--- src/rtl/core/gns_pkg.sv ---
// Shared types and constants for the grid neighbor search core.
package gns_pkg;

   localparam int MAX_AGENTS_DEF  = 64;
   localparam int MAX_COLUMNS_DEF = 16;
   localparam int MAX_ROWS_DEF    = 16;

   localparam int CSR_IDX_W  = 3;
   localparam int CSR_DATA_W = 16;

   typedef enum logic [1:0] {
      ACT_ADD   = 2'd0,
      ACT_MOVE  = 2'd1,
      ACT_QUERY = 2'd2,
      ACT_NONE  = 2'd3
   } action_type;

   typedef enum logic [2:0] {
      CSR_COLUMNS = 3'd0,
      CSR_ROWS    = 3'd1,
      CSR_HALF_W  = 3'd2,
      CSR_HALF_H  = 3'd3,
      CSR_CELL_X  = 3'd4,
      CSR_CELL_Y  = 3'd5
   } csr_index_type;

   typedef enum logic [3:0] {
      ST_IDLE,
      ST_DIV,
      ST_WRITE,
      ST_ACK,
      ST_SCAN,
      ST_EMIT,
      ST_NONE
   } state_type;

   typedef struct packed {
      logic [1:0]  action;
      logic [5:0]  agent_id;
      logic [15:0] pos_x;
      logic [15:0] pos_y;
      logic [14:0] query_radius;
   } req_type;

   typedef struct packed {
      logic [5:0] neighbor_id;
      logic       found;
      logic       last;
   } rsp_type;

   // Cell divider control: start with operands, done with quotients.
   typedef struct packed {
      logic        start;
      logic [17:0] num0;
      logic [17:0] num1;
      logic [15:0] den0;
      logic [15:0] den1;
   } div_cmd_type;

endpackage

--- src/rtl/core/gns_div.sv ---
// Two-lane restoring divider, one quotient bit per cycle per lane.
module gns_div
   import gns_pkg::*;
(
   input  logic        clock,
   input  logic        reset,
   input  div_cmd_type cmd,
   output logic        done,
   output logic [17:0] quo0,
   output logic [17:0] quo1
);
   localparam int NW = 18;

   logic [NW-1:0] q0_ff, q1_ff, q0_in, q1_in;
   logic [NW:0]   r0_ff, r1_ff, r0_in, r1_in;
   logic [15:0]   d0_ff, d1_ff;
   logic [4:0]    cnt_ff, cnt_in;
   logic          busy_ff, busy_in, done_ff, done_in;
   logic [NW:0]   t0, t1;

   always_comb begin
      t0 = {r0_ff[NW-1:0], q0_ff[NW-1]};
      t1 = {r1_ff[NW-1:0], q1_ff[NW-1]};
      q0_in = q0_ff; q1_in = q1_ff; r0_in = r0_ff; r1_in = r1_ff;
      cnt_in = cnt_ff; busy_in = busy_ff; done_in = 1'b0;
      if (cmd.start) begin
         q0_in = cmd.num0; q1_in = cmd.num1;
         r0_in = '0; r1_in = '0;
         cnt_in = 5'(NW); busy_in = 1'b1;
      end else if (busy_ff) begin
         // Shift in one numerator bit, subtract when it fits.
         if (t0 >= {3'b0, d0_ff}) begin
            r0_in = t0 - {3'b0, d0_ff}; q0_in = {q0_ff[NW-2:0], 1'b1};
         end else begin
            r0_in = t0; q0_in = {q0_ff[NW-2:0], 1'b0};
         end
         if (t1 >= {3'b0, d1_ff}) begin
            r1_in = t1 - {3'b0, d1_ff}; q1_in = {q1_ff[NW-2:0], 1'b1};
         end else begin
            r1_in = t1; q1_in = {q1_ff[NW-2:0], 1'b0};
         end
         cnt_in = cnt_ff - 5'd1;
         if (cnt_ff == 5'd1) begin
            busy_in = 1'b0; done_in = 1'b1;
         end
      end
   end

   always_ff @(posedge clock) begin
      if (reset) begin
         busy_ff <= 1'b0; done_ff <= 1'b0; cnt_ff <= '0;
      end else begin
         busy_ff <= busy_in; done_ff <= done_in; cnt_ff <= cnt_in;
      end
      q0_ff <= q0_in; q1_ff <= q1_in; r0_ff <= r0_in; r1_ff <= r1_in;
      if (cmd.start) begin
         d0_ff <= cmd.den0; d1_ff <= cmd.den1;
      end
   end

   assign done = done_ff;
   assign quo0 = q0_ff;
   assign quo1 = q1_ff;
endmodule

--- config.mk ---
export PLATFORM = sky130hd
export DESIGN_NAME = gns_div
export DESIGN_NICKNAME = d
export VERILOG_FILES = /design/src/rtl/core/gns_pkg.sv /design/src/rtl/core/gns_div.sv
export SDC_FILE = /design/constraint.sdc
export NUM_CORES = 1
export LEC_CHECK = 0
export BUFFER_PORTS_ARGS = -buffer_cell sky130_fd_sc_hd__buf_2
export CAP_MARGIN = 0
export CORE_ASPECT_RATIO = 1.2
export CORE_MARGIN = 3
export CORE_UTILIZATION = 57
export DETAILED_ROUTE_END_ITERATION = 12
export GPL_TIMING_DRIVEN = 1
export PLACE_DENSITY_LB_ADDON = 0.2
export SLEW_MARGIN = 30
export SYNTH_ARGS = -nofsm -noshare
export SYNTH_HDL_FRONTEND = slang
export SYNTH_SLANG_ARGS = --single-unit
--- constraint.sdc ---
create_clock -name clock -period 3.6 [get_ports clock]
set_clock_uncertainty 0.15 [all_clocks]
set_input_delay 0.72 -clock clock [delete_from_list [all_inputs] [get_ports clock]]
set_output_delay 0.72 -clock clock [all_outputs]
set_load 0.02 [all_outputs]
# Word level (Yosys, flattened, before mapping)
# Cells that the tools add are included.
# Widths: inputs -> output; s select.
# classes
addsub	3
order_cmp	2
eq_ne	1
mux	14
bitwise_logic	1
reduce_logical	3
# ops
cell	count
$mux 18	6
$ge 19x16->1	2
$sub 18x16->18	2
$mux 5	2
$mux 1	6
$eq 5x1->1 const B	1
$sub 5x1->5 const B	1
$reduce_or 3->1	1
$reduce_bool 2->1	1
$reduce_or 2->1	1
$not 1->1	1
# word_totals
register_bits	111
input_bits	71
out_inout_bits	37
elab_cells	34

# Depth between registers and ports, before layout
# logic_depth
word_depth	4
mapped_depth	11
depth_no_buf	11

# Least setup slack after synthesis
# OpenSTA, ideal clock, no wires.
# synth_timing
path_kind	register -> register
from	reg q1_ff[17] (netlist: quo1[17])
to	reg r1_ff[16]
t_arrival_ps	2685
slack_ps	706
path_stages_with_launch	12
synth_period_minus_slack_ps	2894
path_cell_list	edfxtp_1 > inv_1 > ha_1 > inv_1 > fa_1 > a21o_1 > a211oi_1 > o21a_1 > o31ai_1 > a41o_1 > or4b_1 > nand2_1
# synth_via
elab_chain_cells	2
elab_cells_between_ends	3
cone_classes	add/sub (1); order compare (1); mux (1)
# synth_lines
element	line	rtl
from (decl)	gns_div.sv:14	logic [NW-1:0] q0_ff, q1_ff, q0_in, q1_in;
from (signal assigned)	gns_div.sv:55	q0_ff <= q0_in; q1_ff <= q1_in; r0_ff <= r0_in; r1_ff <= r1_in;
$sub 18x16->18 / $ge 19x16->1 (equally long branches)	gns_div.sv:38, gns_div.sv:37	
$mux 18 *	gns_div.sv:37	if (t1 >= {3'b0, d1_ff}) begin
to (signal assigned)	gns_div.sv:55	
to (decl)	gns_div.sv:15	logic [NW:0] r0_ff, r1_ff, r0_in, r1_in;
# Mark *: on every way between the ends. The rest lies on a longest branch, timed or not.
# A chain may end at the register's enable or synchronous reset.

# Final worst setup path
# layout_timing
from	reg q0_ff[17] (netlist: quo0[17])
to	reg r0_ff[14]
# layout_via
elab_chain_cells	2
elab_cells_between_ends	3
cone_classes	add/sub (1); order compare (1); mux (1)
# layout_lines
element	line	rtl
from (decl)	gns_div.sv:14	
from (signal assigned)	gns_div.sv:55	
$sub 18x16->18 / $ge 19x16->1 (equally long branches)	gns_div.sv:33, gns_div.sv:32	
$mux 18 *	gns_div.sv:32	if (t0 >= {3'b0, d0_ff}) begin
to (signal assigned)	gns_div.sv:55	
to (decl)	gns_div.sv:15	
# Marked as above.

==> flow_summary.json <==
{
  "htreeDepth": 3,
  "synth_ff_type": "edfxtp_1",
  "cts_setup_buffers": 0,
  "drc_errors": 0,
  "synth_area_leader_cell": "edfxtp_1",
  "cts_buffers": 9,
  "tns_ps": 0,
  "root_buffer": "clkbuf_16",
  "hold_viol": 0,
  "p_leak_nw": 3.06,
  "fmax_ghz": 0.331,
  "coreArea_sq_um": 10600,
  "synthToLayoutAreaGrowth_pct": 14.9,
  "maxCapViolCount": 0,
  "synth_edf_count": 68,
  "slew_headroom_pct": 48.7,
  "grt_max_degree": 54,
  "crit_path_start_kind": "register",
  "hold_ws_ps": 311,
  "fin_crit_sh_pct": 83.9,
  "vias": 4757,
  "worstSetupPathType": "register to register",
  "yosys_warnings": 0,
  "fin_nets": 800,
  "worst_slew_pin_slew_ps": 768,
  "synthesis.area_sq_um": 6200,
  "initial_utilization_pct": 58.7,
  "setup_viol": 0,
  "clkLatencyLatePin_ps": 350,
  "synthTopCellsByCount": "68 x edfxtp_1, 49 x nor2_1, 47 x nand2_1",
  "dieHeight_microns": 120,
  "vdd_ir_drop_max_uv": 250,
  "die_w_microns": 101,
  "cellPowerDensity_nw_per_um2": 479,
  "synth_most_common_cell": "edfxtp_1",
  "drt_iter0_drc": 159,
  "routed_via_density": 5.75,
  "finalNonFillerCells": 827,
  "rows": 41,
  "rsz0062_at_grt": "false",
  "cp-end-kind": "register",
  "antennaDiodeCount": 0,
  "final_max_slew_viol_count": 0,
  "drt_wl_total_microns": 12800,
  "fillers": 816,
  "period_minus_slack_ps": 3020,
  "drive_above_1_share_pct": 26.4,
  "synth_cell_types": 66,
  "grt_pass1_vias": 4551,
  "design_power_total_w": 0.00342,
  "drtPass1Iterations": 5,
  "clock_sinks": 111,
  "avgSynthCellArea_sq_um": 10.6,
  "place_hpwl_microns": 9330,
  "crit_arrival_ps": 3140,
  "grt-ovfl-total": 0,
  "post_cts_resized": 0,
  "io_buffers": 107,
  "dp_cells": 811,
  "gp_congestion": 0.888,
  "cts_hold_buffers": 0,
  "clkTransAtPathRegs_ps": 80,
  "pin_count": 108,
  "grt_pass1_wl_microns": 21500,
  "holdCritPathClass": "register to register",
  "clock_path_buffers": 2,
  "final_antenna_net_count": 0,
  "postSynthCellCount": 588,
  "synth_top_area_share_pct": 32.9,
  "ys_top_cells_by_area": "edfxtp_1 33%, dfxtp_1 14%, ha_1 6.9%, mux2_2 6.7%, nor2_1 3.0%",
  "cp.required_ps": 3720,
  "avgRoutedWirePerCell_microns": 15.4,
  "synthArstFlopShare_pct": 0,
  "yosysSeqAreaShare_pct": 46.8,
  "grt_use_total_pct": 21.4,
  "syn-num-nets": 695,
  "ys_seq_elements": 111,
  "status": "finished, final reports clean",
  "die_area_sq_um": 12200,
  "antenna_found_initial": 0,
  "cts_tree": "built",
  "crit_fanout": 3
}
==> registers in the layout, summed over array words and instances (netlist names) <==
name	cells
cnt_ff	5
quo1	18
d0_ff	16
busy_ff	1
r0_ff	18
r1_ff	18
quo0	18
done	1
d1_ff	16
==> layout by cell type (no fill, tap or decap), drive strengths merged, types with 13 or more instances in the layout <==
cell type / count
edfxtp: 68
inv: 45
a21oi: 29
a311oi: 13
nor3: 14
buf: 116
xnor2: 15
mux2i: 13
nor2: 50
ha: 34
nand2: 47
dfxtp: 43
mux2: 37
a21o: 14
o21ai: 25
==> per-layer routing <==
metal	routed length, microns	vias up	GRT usage [%]	share of wire (%)
met3	895	6	5.89	7.0
met5	0	-	0	0
met2	5940	130	33.4	47
met4	88	0	5.24	0.69
li1	-	2380	-	-
met1	5840	2241	29.5	46
==> report_power, final <==
part           internal, W  switching (W)
Combinational     0.000381       0.000507
Sequential         0.00148      0.0000734
Clock             0.000487       0.000487
==> cells by family after synthesis <==
family          after synthesis  synth area share (%)
xor+xnor                     25                  3.53
flops                       111                  46.8
buf+inv                      64                  4.74
fa+ha+maj                    36                  7.50
compound gates              139                  16.0
simple gates                163                  12.6
mux                          50                  8.81
==> path summary, 6_finish.rpt <==
path	startpoint	to	slack, ps	cells past startpoint
worst min-delay path	r1_ff[17]$_SDFFE_PP0P_	r1_ff[17]$_SDFFE_PP0P_	310	2
worst max register to register	quo0[17]$_DFFE_PP_	r0_ff[14]$_SDFFE_PP0P_	580	11
worst max-delay path	quo0[17]$_DFFE_PP_	r0_ff[14]$_SDFFE_PP0P_	580	11
worst min register to register	r1_ff[17]$_SDFFE_PP0P_	r1_ff[17]$_SDFFE_PP0P_	310	2
==> cell type report <==
cell class	count	area [sq um]	area share [%]
clock inverters	7	66.3	0.930
flip-flops and latches	111	2900	40.7
multi-input cells	413	3010	42.2
repair buffers	116	606	8.50
inverters	42	158	2.21
clock buffers	9	225	3.16
well taps	129	161	2.26
==> per-stage QoR <==
step                      cell area (sq um)  setup WS, ps  util [%]
final                                  7130           580      67.4
after global routing                   7130           443      67.4
after CTS                              7130           589      67.4
after detailed placement               6840           633      64.7
after global placement                 6840           706      64.7
after floorplan                        6200           706         -
==> critical path: stages (launching register included) <==
cell      delay (ps)
edfxtp_1         410
inv_1             80
ha_1             180
inv_1             60
fa_1             400
a21o_2           250
a221o_1          390
a31o_2           240
o41ai_1          340
xnor2_1          160
nand3_1           90
a21oi_1          200
Power figures use the tool's default switching activity.
