<file path="src/rtl/core/gns_ram.sv">
// Generic single-port-write, single-read RAM with registered read data.
module gns_ram #(
   parameter int WIDTH = 8,
   parameter int DEPTH = 64
) (
   input  logic                     clock,
   input  logic                     wr_en,
   input  logic [$clog2(DEPTH)-1:0] wr_addr,
   input  logic [WIDTH-1:0]         wr_data,
   input  logic [$clog2(DEPTH)-1:0] rd_addr,
   output logic [WIDTH-1:0]         rd_data
);
   logic [WIDTH-1:0] mem_ff [DEPTH];

   always_ff @(posedge clock) begin
      if (wr_en) begin
         mem_ff[wr_addr] <= wr_data;
      end
      rd_data <= mem_ff[rd_addr];
   end
endmodule

</file>
<file path="config.mk">
export PLATFORM = sky130hd
export DESIGN_NAME = gns_ram
export DESIGN_NICKNAME = d
export VERILOG_FILES = /design/src/rtl/core/gns_ram.sv
export SDC_FILE = /design/constraint.sdc
export NUM_CORES = 1
export LEC_CHECK = 0
export ABC_AREA = 1
export BUFFER_PORTS_ARGS = -buffer_cell sky130_fd_sc_hd__buf_4
export CAP_MARGIN = 0
export CORE_MARGIN = 4
export CORE_UTILIZATION = 33
export DETAILED_ROUTE_END_ITERATION = 6
export GPL_ROUTABILITY_DRIVEN = 0
export PLACE_DENSITY_LB_ADDON = 0.05
export SYNTH_ARGS = -nofsm -noshare
export SYNTH_HDL_FRONTEND = slang
export SYNTH_SLANG_ARGS = --single-unit
</file>
<file path="constraint.sdc">
create_clock -name clock -period 2.4 [get_ports clock]
set_clock_uncertainty 0.1 [all_clocks]
set_input_delay 0.24 -clock clock [delete_from_list [all_inputs] [get_ports clock]]
set_output_delay 0.24 -clock clock [all_outputs]
set_load 0.05 [all_outputs]
</file>
## Word level (Yosys, flattened, before mapping)

Memories as Yosys holds them, arrays and structs flattened. A register that Yosys moved wholly into a read port is not among the register bits.
Index checks and enable logic that the tools add are counted.

- Logic and storage cells: 3
- Memory bits (writable): 512
- Input bits: 22
- Register bits: 0
- Output and inout port bits: 8
- Memories: 1

- Muxes and demuxes: 2

Memory list:

| memory | words | width | rd ports | clocked after Yosys merged registers in | wr ports | RTL line | text |
|---|---|---|---|---|---|---|---|
| mem_ff | 64 | 8 | 1 | 1 | 1 | 13 | `logic [WIDTH-1:0] mem_ff [DEPTH];` |

Operators by type and width:

| operator | count |
|---|---|
| $mux 1 | 2 |

## Longest topological paths before layout

Gate-level depths: netlist of the first run.

- Depth after elaboration: 2
- Mapped depth: 12
- Mapped depth without buffers: 9

## Least setup slack after synthesis of the first run

Ideal clock, no wire load.

- Path kind: input -> register
- Start: input wr_en
- End: memory mem_ff[48][0] (enable)
- Data arrival time: 1.611 ns
- Stages on the path: 3
- Required time: 1.905 ns
- Setup slack: 0.294 ns
- Setup time: 0.395 ns
- Buffers on the path: 1
- Cell sequence: clkbuf_1 nand4_1 nor4_1

- Cells in the longest elaborated chain, start to end: 2

RTL lines:

| element | RTL line | text |
|---|---|---|
| start, declared | 7 | `input logic wr_en,` |
| $mux 1 | 16 | `if (wr_en) begin` |
| $mux 1 (implied by the code) | 17 | `mem_ff[wr_addr] <= wr_data;` |
| end, declared | 13 |  |

No other way between the ends.

## Worst setup path in the final report of the first run

- Start: register rd_data[7] (read register of mem_ff)
- End: output rd_data[7]

RTL lines:

| element | RTL line | text |
|---|---|---|
| start, declared | 11 | `output logic [WIDTH-1:0] rd_data` |

No word-level cell between the ends.

==> impl_results.md, run 1 <==
* Fin cells at between 2k and 3k
* Critical path's top delay family: flip-flops
* Critical path class: flip-flop to primary output
* Worst Hold Class: input port to flip-flop
* Routed WL at approximately 64 mm
* Aggregate negative setup slack at 0 ns
* VDD IR-drop max at between 0.5 and 0.6 mV
* Cell Pwr Density at 807 nW/um2
* Yosys reg bits at 520
* Vias post-DR at between 10k and 15k
* CP required at a little over 2 ns
* Final setup fails at 0
* CP bufs+invs at 1
* Slowest stage delay, CP at 0.50 ns
* Die Width at roughly 260 um
* # clock sinks at 520
* 1st-pass router iterations at 5
* Height of the die at ~260 um
* Worst Hold Depth at 1
* Worst path cell trace: buf_4
* Met2 GRT Util at 0.288
* Initial core utilization at 0.336
* Pre-CTS setup slack at 0.283 ns
* Final Max Tran Viols at 0
* Tightest Pin Transition at 0.562 ns
* Crit path DAT at approximately 1.4 ns
* Total core area at 63500 um2
* Vias in the first global route at approximately 14k
* CTS tree: built
* Max-cap violations at 0
* Final Hold Violating Endpoints at 0
* Final period utilization at 0.720
* Ant. Diodes at 0
* GRT met3 Usage at 0.0239
* Die Footprint at 68800 um2
* Post-CTS Hold Buffers at 7
* Final min period at 1.73 ns
* PortBufs at 29
* Netlist Area Pre-Place at around 21000 um2
* Max clock buf depth at 3
* DRT iter0 DRCs at approximately 1.2k
* Clock latency on the worst-skew pair at slightly above 0.6 ns
* Critical path depth in cells at 1
* Proportion of layout cells with a drive suffix above 1 at 0.114
* GRT busiest layer: met2
* Global-route met1 utilization at 0.268
* Initial antenna violation count at 2
* Post_cts resized at 0
* Final Cell Area at ~25000 um2
* Mean post-synth cell area at approximately 12 um2
* Slowest-stage cell, CP: dfxtp_1
* Netlist cell types at 16
* F_max at about 580 MHz
* Synth-to-Final Area Change at 16.4%
* H-Tree Depth at 2
* RSZ-0062 raised after global routing: false
* Largest net degree at the start of global routing at 72
* Syn_nets at between 1.5k and 2k
* Run status: finished clean
* WL/cell at roughly 23 um
* Rel. slew slack at 0.625
* Leakage at about 9 nW
* Dpl hpwl at approximately 38 mm
* Critical path peak fanout at 1
* Post-Syn Instances at about 1.8k
* Setup crit start kind: flip-flop
* Placed inst area at 23000 um2
* Setup Fix Bufs, Post-CTS at 0
* Post-route DRC at 0
* Synth top area cells: edfxtp_1 (72%), nand2_1 (11%), nand3_1 (10%), buf_6 (1.8%), nor2_1 (0.99%)
* Worst Setup End Kind: primary output
* Core Rows at 92
* GRT Total Usage at 0.182
* Via-to-Cell Ratio at between 4 and 5
* Clock slew at reported path FFs at around 0.06 ns
* Final Total Pwr at approximately 20 mW
* GR Overflow Total at 0
* Largest area contributor in the netlist: edfxtp_1
* Post-route ant nets at 0
* Root Buffer: clkbuf_16
* I/O pins at 30
* CTS Buf Count at 58
* Syn. warnings at 0
* Final worst slack at ~0.67 ns
* First-pass GRT wire length at 94.6 mm
* Seq/Total Area, Yosys at 0.728
* Yosys top cell area share at 0.720
* Layout Nets at 1925
* DP Cell Count at between 2k and 3k
* Reg2Reg Depth at 8
## registers in the layout, summed over array words and instances (netlist names)
signal	cells
mem_ff	512
rd_data	8
## routing by layer
| metal | vias up | wire length (um) |
|---|---|---|
| met5 | - | 0 |
| met3 | 80 | 2670 |
| li1 | 6546 | - |
| met2 | 294 | 29500 |
| met1 | 7009 | 30400 |
| met4 | 0 | 1180 |
## kinds of logic (layout without fill, tap and decap cells)
| kind of cell | after synthesis | in the layout | synth area share |
|---|---|---|---|
| flip-flops | 520 | 520 | 0.728 |
| buffers and inverters | 125 | 268 | 0.0402 |
| AND/OR/NAND/NOR | 1160 | 1160 | 0.232 |
## stage by stage
stage,hold WS [ns],utilization
5_1_grt,0.0178,0.391
2_1_floorplan,0.239,-
3_3_place_gp,0.501,0.361
6_report,0.0210,0.391
4_1_cts,0.0108,0.391
3_5_place_dp,0.498,0.361
## final cells by class
type / count / area (um2)
Tap cell: 846 / 1060
Clock inverter: 34 / 284
Sequential cell: 520 / 15500
Timing Repair Buffer: 151 / 1450
Inverter: 12 / 55.1
Clock buffer: 71 / 1520
Fill cell: 6236 / 38700
Multi-Input combinational cell: 1160 / 4950
## power by group
part / total [mW] / switching (mW) / internal, mW
combinational: 1.38 / 1.01 / 0.375
sequential: 10.1 / 0.0432 / 10.1
clock: 8.58 / 3.58 / 4.99
total: 20.1 / 4.63 / 15.4
## cell usage in the layout, fill, tap and decap left out, drive strengths merged
cell type | netlist | final
nand2 | 648 | 648
edfxtp | 512 | 512
nand3 | 439 | 439
buf | 98 | 143
clkbuf | 15 | 72
nor2 | 56 | 56
clkinv | 0 | 27
inv | 12 | 13
nand4 | 9 | 9
nor4 | 8 | 8
dfxtp | 8 | 8
dlygate4sd3 | 0 | 7
bufinv | 0 | 5
clkinvlp | 0 | 1
## synth_stat cells
| cell | n |
|---|---|
| buf_4 | 14 |
| dfxtp_1 | 8 |
| clkbuf_1 | 15 |
| inv_1 | 10 |
| buf_8 | 2 |
| buf_6 | 35 |
| nor2_1 | 56 |
| edfxtp_1 | 512 |
| nor4_1 | 8 |
| nand3_1 | 439 |
| buf_2 | 37 |
| inv_2 | 1 |
| buf_1 | 10 |
| inv_6 | 1 |
| nand4_1 | 9 |
| nand2_1 | 648 |
## final timing paths
| check | start | to | slack (ns) |
|---|---|---|---|
| worst max-delay path | rd_data[7]$_DFF_P_ | rd_data[7] | 0.67 |
| worst min-delay path | wr_data[2] | mem_ff[24][2]$_DFFE_PP_ | 0.02 |
| worst max register to register | mem_ff[59][4]$_DFFE_PP_ | rd_data[4]$_DFF_P_ | 0.83 |
| worst min register to register | mem_ff[16][0]$_DFFE_PP_ | rd_data[0]$_DFF_P_ | 0.77 |
No activity file was read; power rests on OpenSTA's default activity.
==> run 2: changes to the inputs <==
--- a/config.mk
+++ b/config.mk
@@ -5,7 +5,7 @@
 export SDC_FILE = /design/constraint.sdc
 export NUM_CORES = 1
 export LEC_CHECK = 0
-export ABC_AREA = 1
+export ABC_AREA = 0
 export BUFFER_PORTS_ARGS = -buffer_cell sky130_fd_sc_hd__buf_4
 export CAP_MARGIN = 0
 export CORE_MARGIN = 4
==> constraint.sdc (replaced) <==
create_clock -name clock -period 1.5 [get_ports clock]
set_clock_uncertainty 0.1 [all_clocks]
set_input_delay 0.15 -clock clock [delete_from_list [all_inputs] [get_ports clock]]
set_output_delay 0.15 -clock clock [all_outputs]
set_load 0.05 [all_outputs]
==> impl_results.md, run 2 <==
* Run status: finished, violations left (was finished clean)
* Violated checks: setup timing
* Post-route ant nets at 0 (unchanged)
* H-Tree Depth at 2 (unchanged)
* Fin cells at 2001 (was 2794)
* Clock slew at reported path FFs at 0.06 ns (about the same)
* Crit path DAT at 2.40 ns (was 1.39 ns)
* Largest register by flop count: mem_ff (unchanged)
* Final min period at 2.00 ns
* Dpl hpwl at 34.6 mm (was 38.2 mm)
* # clock sinks at 520 (unchanged)
* CTS Buf Count at 58 (unchanged)
* Critical path peak fanout at 1 (unchanged)
* Die Footprint at 65100 um2 (was 68800 um2)
* Initial antenna violation count at 1 (was 2)
* CP required at 1.89 ns (was 2.06 ns)
* Post-Syn Instances at 940 (was 1805)
* Syn_nets at 962 (was 1827)
* Cell Pwr Density at 1240 nW/um2 (was 807 nW/um2)
* WL/cell at 26.6 um (was 22.8 um)
* Commonest cells after routing, fill and taps aside: edfxtp_1 (512), buf_4 (143), mux4_2 (126), buf_12 (70), clkbuf_16 (59) (was nand2_1 (648), edfxtp_1 (512), nand3_1 (439), buf_4 (120), clkbuf_16 (59))
* Clock latency on the worst-skew pair at 0.60 ns (was 0.61 ns)
* Top-count cell post-synth: edfxtp_1 (was nand2_1)
* PortBufs at 29 (unchanged)
* GRT busiest layer: met2 (unchanged)
* Sequential power share at 0.504 (was 0.503)
* Combinational Power Share at 0.066 (was 0.069)
* Largest net degree at the start of global routing at 65 (was 72)
* Setup Fix Bufs, Post-CTS at 0 (unchanged)
* Rel. slew slack at 0.480 (was 0.625)
* Max-cap violations at 0 (unchanged)
* DP Cell Count at 1892 (was 2682)
* 1st-pass router iterations at 5 (unchanged)
* Tightest Pin Transition at 0.780 ns (was 0.562 ns)
* GR Overflow Total at 0 (unchanged)
* Seq/Total Area, Yosys at 0.770 (was 0.728)
* Post-route DRC at 0 (unchanged)
* Critical path class: flip-flop to flip-flop (was flip-flop to primary output)
* Proportion of layout cells with a drive suffix above 1 at 0.435 (was 0.114)
* Final worst slack at -0.503 ns (was 0.672 ns)
* Commonest non-fill, non-tap cell in the layout: edfxtp_1 (was nand2_1)
* Routed WL at 53.3 mm (was 63.8 mm)
* Height of the die at 255 um (was 262 um)
* Met2 GRT Util at 0.266 (was 0.288)
* Top_reg_cell synth: edfxtp_1 (unchanged)
* Worst Hold Class: input port to flip-flop (unchanged)
* Setup crit start kind: flip-flop (unchanged)
* Core Rows at 90 (was 92)
* Root Buffer: clkbuf_16 (unchanged)
* Pre-CTS setup slack at -0.941 ns (was 0.283 ns)
* Post-synth EDFFs at 512 (unchanged)
* Crit Reg-Reg Startpoint: mem_ff[11][1]$_DFFE_PP_ (was mem_ff[59][4]$_DFFE_PP_)
* DRT iter0 DRCs at 627 (was 1155)
* GRT met3 Usage at 0.0238 (was 0.0239)
* Max clock buf depth at 3 (unchanged)
* Final setup fails at 8 (was 0)
* Largest area contributor in the netlist: edfxtp_1 (unchanged)
* GRT Total Usage at 0.168 (was 0.182)
* Global-route met1 utilization at 0.248 (was 0.268)
* Worst Setup End Kind: flip-flop (was primary output)
* First-pass GRT wire length at 77.7 mm (was 94.6 mm)
* Clk network pwr share at 0.430 (was 0.428)
* Via-to-Cell Ratio at 5.00 (was 4.99)
* Mean post-synth cell area at 21.5 um2 (was 11.8 um2)
* Final period utilization at 1.34
* Most frequent cells after synthesis: edfxtp_1 (512), mux4_2 (126), nor2_1 (83), mux2i_1 (23), nand2_1 (19) (was nand2_1 (648), edfxtp_1 (512), nand3_1 (439), nor2_1 (56), buf_2 (37))
* Final Total Pwr at 32.1 mW (was 20.1 mW)
* Netlist cell types at 40 (was 16)
* Yosys reg bits at 520 (unchanged)
* Initial core utilization at 0.333 (was 0.336)
* Synth-to-Final Area Change at 28.1% (was 16.4%)
* HP Start: wr_data[0] (was wr_data[2])
* Die Width at 255 um (was 262 um)
* Syn. warnings at 0 (unchanged)
* Pint at 25.1 mW (was 15.4 mW)
* Layout Nets at 1194 (was 1925)
* Final core occ at 0.427 (was 0.391)
* Worst Setup SP: mem_ff[11][1]$_DFFE_PP_ (was rd_data[7]$_DFF_P_)
* Netlist Area Pre-Place at 20200 um2 (was 21300 um2)
* Vias post-DR at 10.0k (was 13.9k)
* Regs by FF count: mem_ff (512), rd_data (8) (unchanged)
* Yosys top cell area share at 0.762 (was 0.720)
* Max FFs per register at 512 (unchanged)
* Vias in the first global route at 10.6k (was 13.7k)
* Synth top area cells: edfxtp_1 (76%), mux4_2 (14%), nor2_1 (1.5%), mux2i_1 (1.1%), dfxtp_1 (0.79%) (was edfxtp_1 (72%), nand2_1 (11%), nand3_1 (10%), buf_6 (1.8%), nor2_1 (0.99%))
* Switching Fraction at 0.216 (was 0.231)
* VDD IR-drop max at 0.795 mV (was 0.530 mV)
* F_max at 499 MHz
* CTS tree: built (unchanged)
* Aggregate negative setup slack at -3.41 ns (was 0 ns)
* RSZ-0062 raised after global routing: true (was false)
* Final Max Tran Viols at 0 (unchanged)
* Final Hold Violating Endpoints at 0 (unchanged)
* Leakage at 8.28 nW (was 9.00 nW)
* Switching power total at 6.92 mW (was 4.63 mW)
* Total core area at 60500 um2 (was 63500 um2)
* Async SR Flop Fraction at 0 (unchanged)
* I/O pins at 30 (unchanged)
==> run 2: cell count changes in the layout (fill, tap and decap cells not counted), sizes merged, moves of 7 or more <==
cell,change
nand2,-629
nand3,-426
mux4,+126
buf,+78
nor2,+27
mux2i,+23
nor2b,+14
mux2,+13
inv,-11
o221ai,+8
o22ai,+8
nand2b,+7
nand4,-7
nor3,+7
==> run 2: worst max-delay path, cell delays in order (launching register included) <==
cell and delay [ns]:
edfxtp_1 0.36, mux4_2 0.52, mux4_2 0.55, nor2_2 0.13, nor3_1 0.10, o2bb2ai_1 0.15
==> run 2: cells by family (layout without fill, tap and decap cells) <==
group           after synthesis  after routing  synth area share
buf+inv                      51            329            0.0157
compound gates               54             54            0.0207
mux                         162            162             0.159
flops                       520            520             0.770
other cells                   0              1                 0
simple gates                153            153            0.0339
==> run 2: through the flow <==
stage	hold WS, ns	cell area, um2
final	0.00386	25800
after global routing	0.0331	25800
after CTS	0.0245	25800
after global placement	0.446	23800
after floorplan	0.149	20800
after detailed placement	0.440	23800
==> run 2: path summary, 6_finish.rpt <==
path                            slack, ns  cells after the start                      end
worst max register to register      -0.50                      5       rd_data[1]$_DFF_P_
worst max-delay path                -0.50                      5       rd_data[1]$_DFF_P_
worst min register to register       0.76                      4       rd_data[7]$_DFF_P_
worst min-delay path                0.004                      1  mem_ff[63][0]$_DFFE_PP_
==> run 2: final cells by class <==
cell class                      instances  area [um2]
Antenna cell                            1        2.50
Clock buffer                           68        1510
Clock inverter                         38         330
Fill cell                            5263       34600
Multi-Input combinational cell        369        4880
Sequential cell                       520       15500
Tap cell                              782         978
Timing Repair Buffer                  223        2590
==> run 2: power groups by stage <==
stage / combinational, mW / sequential [mW] / clock [mW]
final: 2.11 / 16.2 / 13.8
after CTS: 2.16 / 16.2 / 14.3
after global routing: 2.27 / 16.2 / 14.9
after global placement: 2.11 / 16.5 / 0
after floorplan: 0.963 / 16.5 / 0
after detailed placement: 2.11 / 16.5 / 0
==> run 2: what timing repair did <==
item | CTS | global route
endpoints found under the hold margin | 8 | 0
hold buffers | 2 | 0
endpoints found under the setup margin | 15 | 9
gates resized for setup | 28 | 7
pin swaps | 3 | 2
==> run 2: routing by layer <==
metal / vias to the layer above / part of all wire
li1: 4400 / -
met1: 5389 / 0.47
met2: 155 / 0.47
met3: 62 / 0.033
met4: 0 / 0.022
met5: - / 0
==> run 3: changes to the inputs <==
--- a/config.mk
+++ b/config.mk
@@ -10,9 +10,11 @@
 export CAP_MARGIN = 0
 export CORE_MARGIN = 4
 export CORE_UTILIZATION = 33
+export CTS_BUF_LIST = sky130_fd_sc_hd__clkbuf_4
 export DETAILED_ROUTE_END_ITERATION = 6
 export GPL_ROUTABILITY_DRIVEN = 0
 export PLACE_DENSITY_LB_ADDON = 0.05
+export SLEW_MARGIN = 20
 export SYNTH_ARGS = -nofsm -noshare
 export SYNTH_HDL_FRONTEND = slang
 export SYNTH_SLANG_ARGS = --single-unit
==> impl_results.md, run 3 (synthesized netlist as in run 2, its figures left out) <==
* Slowest-stage cell, CP: mux4_2 (unchanged)
* Worst Hold Depth at 7 (was 1)
* Leakage at 8.72 nW (was 8.28 nW)
* Placed inst area at 23800 um2 (unchanged)
* Initial core utilization at 0.333 (unchanged)
* Worst Hold Class: input port to flip-flop (unchanged)
* Final min period at 2.02 ns (was 2.00 ns)
* CTS tree: built (unchanged)
* Final setup fails at 45 (was 8)
* Core Rows at 90 (unchanged)
* H-Tree Depth at 4 (was 2)
* CTS Buf Count at 145 (was 58)
* Final period utilization at 1.35 (was 1.34)
* # clock sinks at 520 (unchanged)
* Die Width at 255 um (unchanged)
* Critical path peak fanout at 1 (unchanged)
* GR Overflow Total at 0 (unchanged)
* Final worst slack at -0.523 ns (was -0.503 ns)
* CP required at 2.20 ns (was 1.89 ns)
* Vias post-DR at 10.7k (was 10.0k)
* Max FFs per register at 512 (unchanged)
* 1st-pass router iterations at 5 (unchanged)
* Final Cell Area at 26400 um2 (was 25800 um2)
* Dpl hpwl at 34.6 mm (unchanged)
* Vias in the first global route at 11.6k (was 10.6k)
* Synth-to-Final Area Change at 30.8% (was 28.1%)
* Proportion of layout cells with a drive suffix above 1 at 0.497 (was 0.435)
* Crit path DAT at 2.73 ns (was 2.40 ns)
* Via-to-Cell Ratio at 4.86 (was 5.00)
* Reg2reg end: rd_data[2]$_DFF_P_ (was rd_data[1]$_DFF_P_)
* Critical path's top delay family: multiplexers (unchanged)
* Final Total Pwr at 32.2 mW (was 32.1 mW)
* Max-cap violations at 0 (unchanged)
* Height of the die at 255 um (unchanged)
* I/O pins at 30 (unchanged)
* Worst Setup SP: mem_ff[3][2]$_DFFE_PP_ (was mem_ff[11][1]$_DFFE_PP_)
* Largest register by flop count: mem_ff (unchanged)
* Max clock buf depth at 3 (unchanged)
* RSZ-0062 raised after global routing: true (unchanged)
* Reg2Reg Depth at 5 (unchanged)
* HP Start: wr_addr[5] (was wr_data[0])
* Worst Setup End Kind: flip-flop (unchanged)
* Root Buffer: clkbuf_4 (was clkbuf_16)
* Commonest non-fill, non-tap cell in the layout: edfxtp_1 (unchanged)
* Largest net degree at the start of global routing at 65 (unchanged)
* VDD IR-drop max at 0.719 mV (was 0.795 mV)
* Commonest cells after routing, fill and taps aside: edfxtp_1 (512), clkbuf_4 (226), buf_4 (142), mux4_2 (126), buf_12 (70) (was edfxtp_1 (512), buf_4 (143), mux4_2 (126), buf_12 (70), clkbuf_16 (59))
* Clock slew at reported path FFs at 0.06 ns (about the same)
* First-pass GRT wire length at 80.3 mm (was 77.7 mm)
* R2R Setup Slk at -0.52 ns (was -0.50 ns)
* F_max at 494 MHz (was 499 MHz)
* Slowest stage delay, CP at 0.56 ns (was 0.55 ns)
* Regs by FF count: mem_ff (512), rd_data (8) (unchanged)
* Initial antenna violation count at 4 (was 1)
* Violated checks: setup timing (unchanged)
* Post-route ant nets at 0 (unchanged)
* GRT Total Usage at 0.176 (was 0.168)
* Pre-CTS setup slack at -0.941 ns (unchanged)
* Rel. slew slack at 0.472 (was 0.480)
* Layout Nets at 1311 (was 1194)
* Total core area at 60500 um2 (unchanged)
* Final Max Tran Viols at 0 (unchanged)
* Run status: finished, violations left (unchanged)
* Most frequent CP cell: mux4_2 (unchanged)
* Crit Reg-Reg Startpoint: mem_ff[3][2]$_DFFE_PP_ (was mem_ff[11][1]$_DFFE_PP_)
* Final Hold Violating Endpoints at 0 (unchanged)
* Clock latency on the worst-skew pair at 0.94 ns (was 0.60 ns)
* Cell Pwr Density at 1220 nW/um2 (was 1240 nW/um2)
* Setup crit start kind: flip-flop (unchanged)
* Critical path class: flip-flop to flip-flop (unchanged)
* Routed WL at 54.8 mm (was 53.3 mm)
* Die Footprint at 65100 um2 (unchanged)
* Post-route DRC at 0 (unchanged)
* Tightest Pin Transition at 0.792 ns (was 0.780 ns)
* DRT iter0 DRCs at 687 (was 627)
* Hold path endpoint: mem_ff[55][6]$_DFFE_PP_ (was mem_ff[63][0]$_DFFE_PP_)
* WL/cell at 25.0 um (was 26.6 um)
* CP bufs+invs at 0 (unchanged)
* Worst path cell trace: mux4_2 > mux4_2 > nor2_4 > nor3_4 > o2bb2ai_1 (was mux4_2 > mux4_2 > nor2_2 > nor3_1 > o2bb2ai_1)
* PortBufs at 29 (unchanged)
## run 3: cell count changes in the layout (fill, tap and decap cells not counted), moves of 8 or more
cell           delta
buf_8             +8
clkbuf_1          -9
clkbuf_16        -59
clkbuf_4        +226
dlygate4sd3_1    +29
## run 3: timing repair
action	CTS	global route
endpoints found under the hold margin	1032	394
setup buffers	0	0
setup endpoints to repair	16	56
pin swaps	5	3
gates resized for setup	50	4
hold buffers	33	3
## run 3: power breakdown
group | switching [mW] | internal, mW | leakage (nW) | total, mW
Clock | 5.92 | 7.89 | 1.20 | 13.8
Sequential | 0.0727 | 16.1 | 4.68 | 16.2
Combinational | 1.24 | 0.964 | 2.85 | 2.20
## run 3: cell type report
cell class / count / area, um2
diodes: 8 / 20.0
clock buffers: 226 / 1700
clock inverters: 37 / 325
fillers: 5327 / 34100
multi-input cells: 369 / 4880
flip-flops and latches: 520 / 15600
well taps: 782 / 978
repair buffers: 253 / 2930
## run 3: worst max-delay path by stage
stage | end | slack, ns | cells after the start
5_1_grt | rd_data[2]$_DFF_P_ | -0.58 | 5
6_report | rd_data[2]$_DFF_P_ | -0.52 | 5
2_1_floorplan | rd_data[7]$_DFF_P_ | -0.30 | 7
4_1_cts | rd_data[2]$_DFF_P_ | -0.53 | 5
3_3_place_gp | rd_data[7]$_DFF_P_ | -0.96 | 7
3_5_place_dp | rd_data[7]$_DFF_P_ | -0.94 | 7
## run 3: worst register-to-register path, delay by kind of cell (launching register included)
kind	cells	cell delay, ns
AND/OR/NAND/NOR	2	0.20
flip-flops	1	0.35
multiplexers	2	1.11
AO/OA/AOI/OAI	1	0.13
## run 3: stage by stage
| stage | utilization | hold slack [ns] | instances | TNS (ns) |
|---|---|---|---|---|
| floorplan | - | 0.149 | 940 | -22.03 |
| global placement | 0.394 | 0.446 | 1892 | -39.92 |
| detailed placement | 0.394 | 0.440 | 1892 | -37.57 |
| CTS | 0.436 | 0.00633 | 2188 | -13.90 |
| global route | 0.436 | -0.0194 | 2190 | -8.59 |
| finish | 0.436 | 0.0754 | 2195 | -8.12 |
## run 3: per-layer routing
layer	up-vias	global-route usage	part of all wire
li1	4762	-	-
met1	5600	0.243	0.46
met2	241	0.273	0.48
met3	72	0.0484	0.044
met4	0	0.0597	0.019
met5	-	0	0
